===== src/rtl/cppl_pkg.sv =====
// Shared constants, types, controller interface and helper functions for the path lookup core.
package cppl_pkg;

  // Store size and coordinate width.
  localparam int MAX_CORNERS   = 128;
  localparam int COORD_BITS    = 16;
  localparam int IDX_BITS      = $clog2(MAX_CORNERS);
  localparam int CNT_BITS      = $clog2(MAX_CORNERS + 1);
  // A segment is at most 2 * (2^COORD_BITS - 1) long, and there are at most MAX_CORNERS of them.
  localparam int RL_BITS       = COORD_BITS + 2 + IDX_BITS;

  // Fixed widths of the stream fields.
  localparam int FIELD_BITS    = 16;
  localparam int TIME_BITS     = 31;
  localparam int DIV_CNT_BITS  = $clog2(TIME_BITS);
  localparam int IN_DATA_BITS  = 64;
  localparam int OUT_DATA_BITS = 32;

  typedef logic signed [COORD_BITS-1:0] coord_t;
  typedef logic        [COORD_BITS:0]   adiff_t;
  typedef logic        [RL_BITS-1:0]    rl_t;
  typedef logic        [CNT_BITS-1:0]   cnt_t;
  typedef logic        [IDX_BITS-1:0]   idx_t;
  typedef logic signed [FIELD_BITS-1:0] field_t;
  typedef logic        [TIME_BITS-1:0]  time_t;

  typedef enum logic [3:0] {
    ST_IDLE,
    ST_LD_STORE,
    ST_LD_CLOSE,
    ST_Q_CHECK,
    ST_DIV,
    ST_SRCH_PRIME,
    ST_SRCH,
    ST_RD_SEG,
    ST_RD_NXT,
    ST_GOT_NXT,
    ST_CALC_STEP,
    ST_CALC_POS,
    ST_OUT
  } state_t;

  // Commands from the controller to the datapath.
  typedef struct packed {
    logic accept;
    logic ld_store;
    logic ld_close;
    logic set_nopath;
    logic div_start;
    logic div_step;
    logic scan_clear;
    logic scan_inc;
    logic scan_adv;
    logic seg_cap;
    logic corner_sel_nxt;
    logic cap0;
    logic cap1;
    logic calc_step;
    logic calc_pos;
    logic out_load;
  } cmd_t;

  // Status from the datapath to the controller.
  typedef struct packed {
    logic in_query;
    logic in_last;
    logic path_ok;
    logic div_last;
    logic scan_hit;
    logic scan_end;
    logic out_free;
  } sts_t;

  // Wraps a 16-bit field into the stored coordinate width.
  function automatic coord_t wrap_coord(field_t v);
    logic [31:0] w;
    w = 32'(v);
    return w[COORD_BITS-1:0];
  endfunction

  // Sign-extends a stored coordinate and keeps the low 16 bits for the result.
  function automatic field_t to_field(coord_t c);
    logic [31:0] w;
    w = 32'(c);
    return w[FIELD_BITS-1:0];
  endfunction

  // Absolute difference of two coordinates.
  function automatic adiff_t absdiff(coord_t a, coord_t b);
    logic signed [COORD_BITS:0] d;
    d = (COORD_BITS + 1)'(a) - (COORD_BITS + 1)'(b);
    return d[COORD_BITS] ? adiff_t'(-d) : adiff_t'(d);
  endfunction

  // Rectilinear length of the segment between two corners.
  function automatic rl_t seg_len(coord_t ax, coord_t ay, coord_t bx, coord_t by);
    return RL_BITS'(absdiff(ax, bx)) + RL_BITS'(absdiff(ay, by));
  endfunction

  // Moves from one coordinate toward another by the given distance.
  function automatic coord_t walk(coord_t from, coord_t to, adiff_t amount);
    logic signed [COORD_BITS+1:0] f;
    logic signed [COORD_BITS+1:0] s;
    logic signed [COORD_BITS+1:0] r;
    f = (COORD_BITS + 2)'(from);
    s = $signed({1'b0, amount});
    r = (to >= from) ? f + s : f - s;
    return r[COORD_BITS-1:0];
  endfunction

endpackage


===== src/rtl/cppl_ctrl.sv =====
// Controller state machine that sequences corner loads and position queries.
module cppl_ctrl (
  input  logic          clk,
  input  logic          rst,
  input  logic          s_tvalid,
  output logic          s_tready,
  input  cppl_pkg::sts_t sts,
  output cppl_pkg::cmd_t cmd
);

  import cppl_pkg::*;

  state_t state;
  state_t state_next;

  // State register.
  always_ff @(posedge clk) begin
    if (rst) begin
      state <= ST_IDLE;
    end else begin
      state <= state_next;
    end
  end

  assign s_tready = (state == ST_IDLE);

  // Next state and datapath commands.
  always_comb begin
    state_next = state;
    cmd        = '0;
    case (state)
      ST_IDLE: begin
        if (s_tvalid) begin
          cmd.accept = 1'b1;
          state_next = sts.in_query ? ST_Q_CHECK : ST_LD_STORE;
        end
      end
      ST_LD_STORE: begin
        cmd.ld_store = 1'b1;
        state_next   = sts.in_last ? ST_LD_CLOSE : ST_IDLE;
      end
      ST_LD_CLOSE: begin
        cmd.ld_close = 1'b1;
        state_next   = ST_IDLE;
      end
      ST_Q_CHECK: begin
        cmd.scan_clear = 1'b1;
        if (sts.path_ok) begin
          cmd.div_start = 1'b1;
          state_next    = ST_DIV;
        end else begin
          cmd.set_nopath = 1'b1;
          state_next     = ST_OUT;
        end
      end
      ST_DIV: begin
        cmd.div_step = 1'b1;
        if (sts.div_last) begin
          state_next = ST_SRCH_PRIME;
        end
      end
      ST_SRCH_PRIME: begin
        cmd.scan_inc = 1'b1;
        state_next   = ST_SRCH;
      end
      ST_SRCH: begin
        if (sts.scan_hit || sts.scan_end) begin
          cmd.seg_cap = 1'b1;
          state_next  = ST_RD_SEG;
        end else begin
          cmd.scan_adv = 1'b1;
        end
      end
      ST_RD_SEG: begin
        state_next = ST_RD_NXT;
      end
      ST_RD_NXT: begin
        cmd.corner_sel_nxt = 1'b1;
        cmd.cap0           = 1'b1;
        state_next         = ST_GOT_NXT;
      end
      ST_GOT_NXT: begin
        cmd.cap1   = 1'b1;
        state_next = ST_CALC_STEP;
      end
      ST_CALC_STEP: begin
        cmd.calc_step = 1'b1;
        state_next    = ST_CALC_POS;
      end
      ST_CALC_POS: begin
        cmd.calc_pos = 1'b1;
        state_next   = ST_OUT;
      end
      ST_OUT: begin
        if (sts.out_free) begin
          cmd.out_load = 1'b1;
          state_next   = ST_IDLE;
        end
      end
      default: begin
        state_next = ST_IDLE;
      end
    endcase
  end

endmodule


===== config.mk =====
export PLATFORM = sky130hd
export DESIGN_NAME = cppl_ctrl
export DESIGN_NICKNAME = d
export VERILOG_FILES = /design/src/rtl/cppl_pkg.sv /design/src/rtl/cppl_ctrl.sv
export SDC_FILE = /design/constraint.sdc
export NUM_CORES = 1
export LEC_CHECK = 0
export ABC_AREA = 1
export BUFFER_PORTS_ARGS = -buffer_cell sky130_fd_sc_hd__buf_2
export CORE_AREA = 2 2 39 41
export CTS_BUF_LIST = sky130_fd_sc_hd__clkbuf_16
export DETAILED_ROUTE_END_ITERATION = 8
export DIE_AREA = 0 0 41 43
export SLEW_MARGIN = 20
export SYNTH_ARGS = -nofsm -noshare
export SYNTH_HDL_FRONTEND = slang
export SYNTH_SLANG_ARGS = --single-unit

===== constraint.sdc =====
create_clock -name clk -period 1.7 [get_ports clk]
set_clock_uncertainty 0.1 [all_clocks]
set_input_delay 0.255 -clock clk [delete_from_list [all_inputs] [get_ports clk]]
set_output_delay 0.255 -clock clk [all_outputs]
set_load 0.1 [all_outputs]

* Word-level counts from Yosys, hierarchy flattened
Index checks and enable logic that the tools add are counted.
Operators by class: equality and inequality tests 16, mux-type cells 27, reductions and logical operators 3
Operators by type and width (count):
- 4-bit case mux with 12 select lines | 1
- 4-bit == test (second input constant) | 5
- 4-bit 2-to-1 mux | 5
- 4-bit by 3-bit == test with 1-bit output (second input constant) | 4
- 1-bit 2-to-1 mux | 16
- 2-bit 2-to-1 mux | 5
- 4-bit by 2-bit == test with 1-bit output (second input constant) | 2
- 2-bit != test (second input constant) | 4
- 4-bit by 1-bit == test with 1-bit output (second input constant) | 1
- 4-bit zero test | 1
- 4-bit AND reduction | 1
- 1-bit logical OR | 1
Word-level totals: bits in registers 4, input bits 10, output and inout port bits 17

* Longest topological paths before layout
word-level depth 3, mapped depth 7, depth with buffers taken out 7

* Least setup slack after synthesis
Ideal clock, no wire load.
path kind reg-to-output, from reg state[3], to out cmd[15] (netlist bit), data arrival time 2.702 ns, data required time 1.345 ns, slack -1.357 ns, stages on the path, launching flop included 4, path buffers 0, cell sequence dfxtp_1 nor2_2 inv_2 nor3_1
RTL lines:
- start, declared | RTL line cppl_ctrl.sv:13 | state_t state;
- start signal, assigned | RTL line cppl_ctrl.sv:21 | state <= state_next;
- end, declared | RTL line cppl_ctrl.sv:8 | output cppl_pkg::cmd_t cmd

==> impl_metrics.tcl <==
set metrics [dict create \
    ys_seq_area_share_pct 20.2 \
    async_flop_share_pct 0 \
    die_x_um 41 \
    slew_headroom_pct 80.1 \
    synth.top_cell.area_share_pct 20.2 \
    post_synth.cell_area_avg_um2 5.75 \
    synth_cells 69 \
    cts_tree "done" \
    cts_made_buffers 3 \
    slew_viol_final 0 \
    fmax_ghz 0.608 \
    drtAntennaViolNets 0 \
    rsz0062_at_grt "yes" \
    drc 0 \
    ys_top_cells_by_count "13 x inv_1, 13 x nand2_1, 12 x nor2_1" \
    dp_hpwl_mm 1.03 \
    worstSetupPathType "reg -> out" \
    clock_path_buffers 2 \
    synth_enable_flop_cells 0 \
    fp.dieH_um 43 \
    track_usage_pct 17.4 \
    num_vias 546 \
    portBuffers 26 \
    hp-class "in -> reg" \
    regMostFlops "state" \
    grt_use_met2_pct 26.9 \
    power_density_mw_per_mm2 2200 \
    seqCellArea_um2 85.1 \
    antenna_found_initial 0 \
    first_pass_iters 4 \
    htree_levels 1 \
    drive_above_1_share_pct 66.0 \
    holdBufCountCts 0 \
    cts.sinks 4 \
    vias_per_cell 4.71 \
    syn_to_final_growth_pct 157 \
    yosysUniqueCellTypes 17 \
    initial_utilization_pct 28.7 \
    multi_input_area_um2 365 \
    final_util_pct 73.6 \
    use_met3_pct 2.09 \
    die-area_mm2 0.00176 \
    antennaDiodeCount 0 \
    synth.area.top_cells "dfxtp_1 20%, inv_1 12%, nand2_1 12%" \
    yosysWarnings 0 \
    arrival_ns 1.29 \
    rows 14 \
    wl_per_cell_um 10.4 \
    path_clk_slew_ns 0.03 \
    yosys.area.top_type "dfxtp_1" \
    top_regs "state (4)" \
    hold_viol_final 0 \
    timing.final.crit_share_pct 96.8 \
    dp_slack_ns 0.236 \
    ir_drop_mv 1.58 \
    nFillCells 100 \
    setup_viol 0 \
    gr-total-overflow 0 \
    grt_pass1_wl_mm 2.09 \
    final_cell_area_mm2 0.00102 \
    startpoint_type "register" \
    synth_area_um2 397 \
    syn-num-nets 79 \
    ys.flop_type "dfxtp_1" \
    endpoint_kind "primary output" \
    grt_busiest_layer "met2" \
    grt_pass1_vias 506 \
    worstMarginPinSlew_ns 0.297 \
    insertion_delay_ns 0.23 \
    grt_max_degree 8 \
    power_mw 2.24 \
    finalCriticalPeriod_ns 1.65 \
    use_met1_pct 20.5 \
    path_max_fanout 7 \
    cts-root-buf "clkbuf_16" \
    drv_cap 0 \
    synth-seq-cells 4 \
    placed_area_um2 910 \
    largest_reg_flops 4 \
    nets 112 \
    worstPathRequired_ns 1.34 \
    drt-total-wl_mm 1.21 \
    io_pins 27 \
    core_area_mm2 0.00138 \
    outcome "complete, no violations" \
    drtIter0Drc 6 \
    p_leak_nw 0.458 \
    setup_ws_ns 0.0544 \
    gp_congestion 0.886 \
]
[final cells by class]
class	count	share of cell area (%)
sequential	4	8.35
timing repair buffer	29	40.0
multi-input combinational	49	35.9
clock buffer	3	7.37
inverter	15	6.39
tap	16	1.97
[cell usage in the layout, fill, tap and decap left out]
| master | n |
|---|---|
| buf_4 | 3 |
| clkbuf_16 | 3 |
| nand2_2 | 4 |
| o2111ai_1 | 1 |
| nor2_2 | 6 |
| clkinvlp_4 | 1 |
| dfxtp_2 | 4 |
| nand4_1 | 1 |
| nand3_1 | 3 |
| buf_2 | 9 |
| nor2_4 | 8 |
| nor3b_2 | 1 |
| inv_1 | 11 |
| nand3_2 | 3 |
| o211ai_1 | 1 |
| inv_4 | 2 |
| nor3_4 | 4 |
| buf_12 | 17 |
| inv_2 | 1 |
| nand2_1 | 11 |
| a21oi_1 | 3 |
| nor2_1 | 3 |
[final timing paths]
path,start,end,slack [ns],cells past startpoint
max,state[3],cmd[12],0.05,6
min,rst,state[0],0.12,2
max reg2reg,state[0],state[1],0.44,7
min reg2reg,state[0],state[1],0.55,3
[power breakdown]
| group | internal, mW | switching, mW | leakage (nW) | total (mW) |
|---|---|---|---|---|
| sequential | 0.138 | 0.0657 | 0.0344 | 0.204 |
| clock | 0.301 | 0.0690 | 0.0370 | 0.370 |
| combinational | 0.556 | 1.11 | 0.387 | 1.67 |
[per-stage QoR]
stage          hold slack [ns]  cells  setup TNS (ns)
2_1_floorplan            0.217     69          -0.924
5_1_grt                  0.127    116        -0.00525
6_report                 0.119    116               0
4_1_cts                  0.118    113               0
3_3_place_gp             0.351    110               0
3_5_place_dp             0.355    110               0
[logic make-up after synthesis]
family	count (synthesis)	synth area share (%)
flops	4	20.2
compound gates	5	7.89
simple gates	44	55.8
buf+inv	16	16.1
[critical path: stages, from the launching register on]
cell,delay (ns)
dfxtp_2,0.35
nor2_4,0.14
inv_4,0.09
nor2_4,0.15
nand2_2,0.09
clkinvlp_4,0.08
buf_12,0.16
[layer usage]
metal  up-vias  wire, um
met3         2        62
met2        21       646
met1       246       478
met4         0        24
li1        277         -
met5         -         0
[what timing repair did]
action / in CTS / in global routing
setup endpoints to repair: 1 / 8
buffers inserted: 0 / 3
pin swaps: 0 / 2
gates resized for setup: 1 / 3
Power figures use the tool's default switching activity.
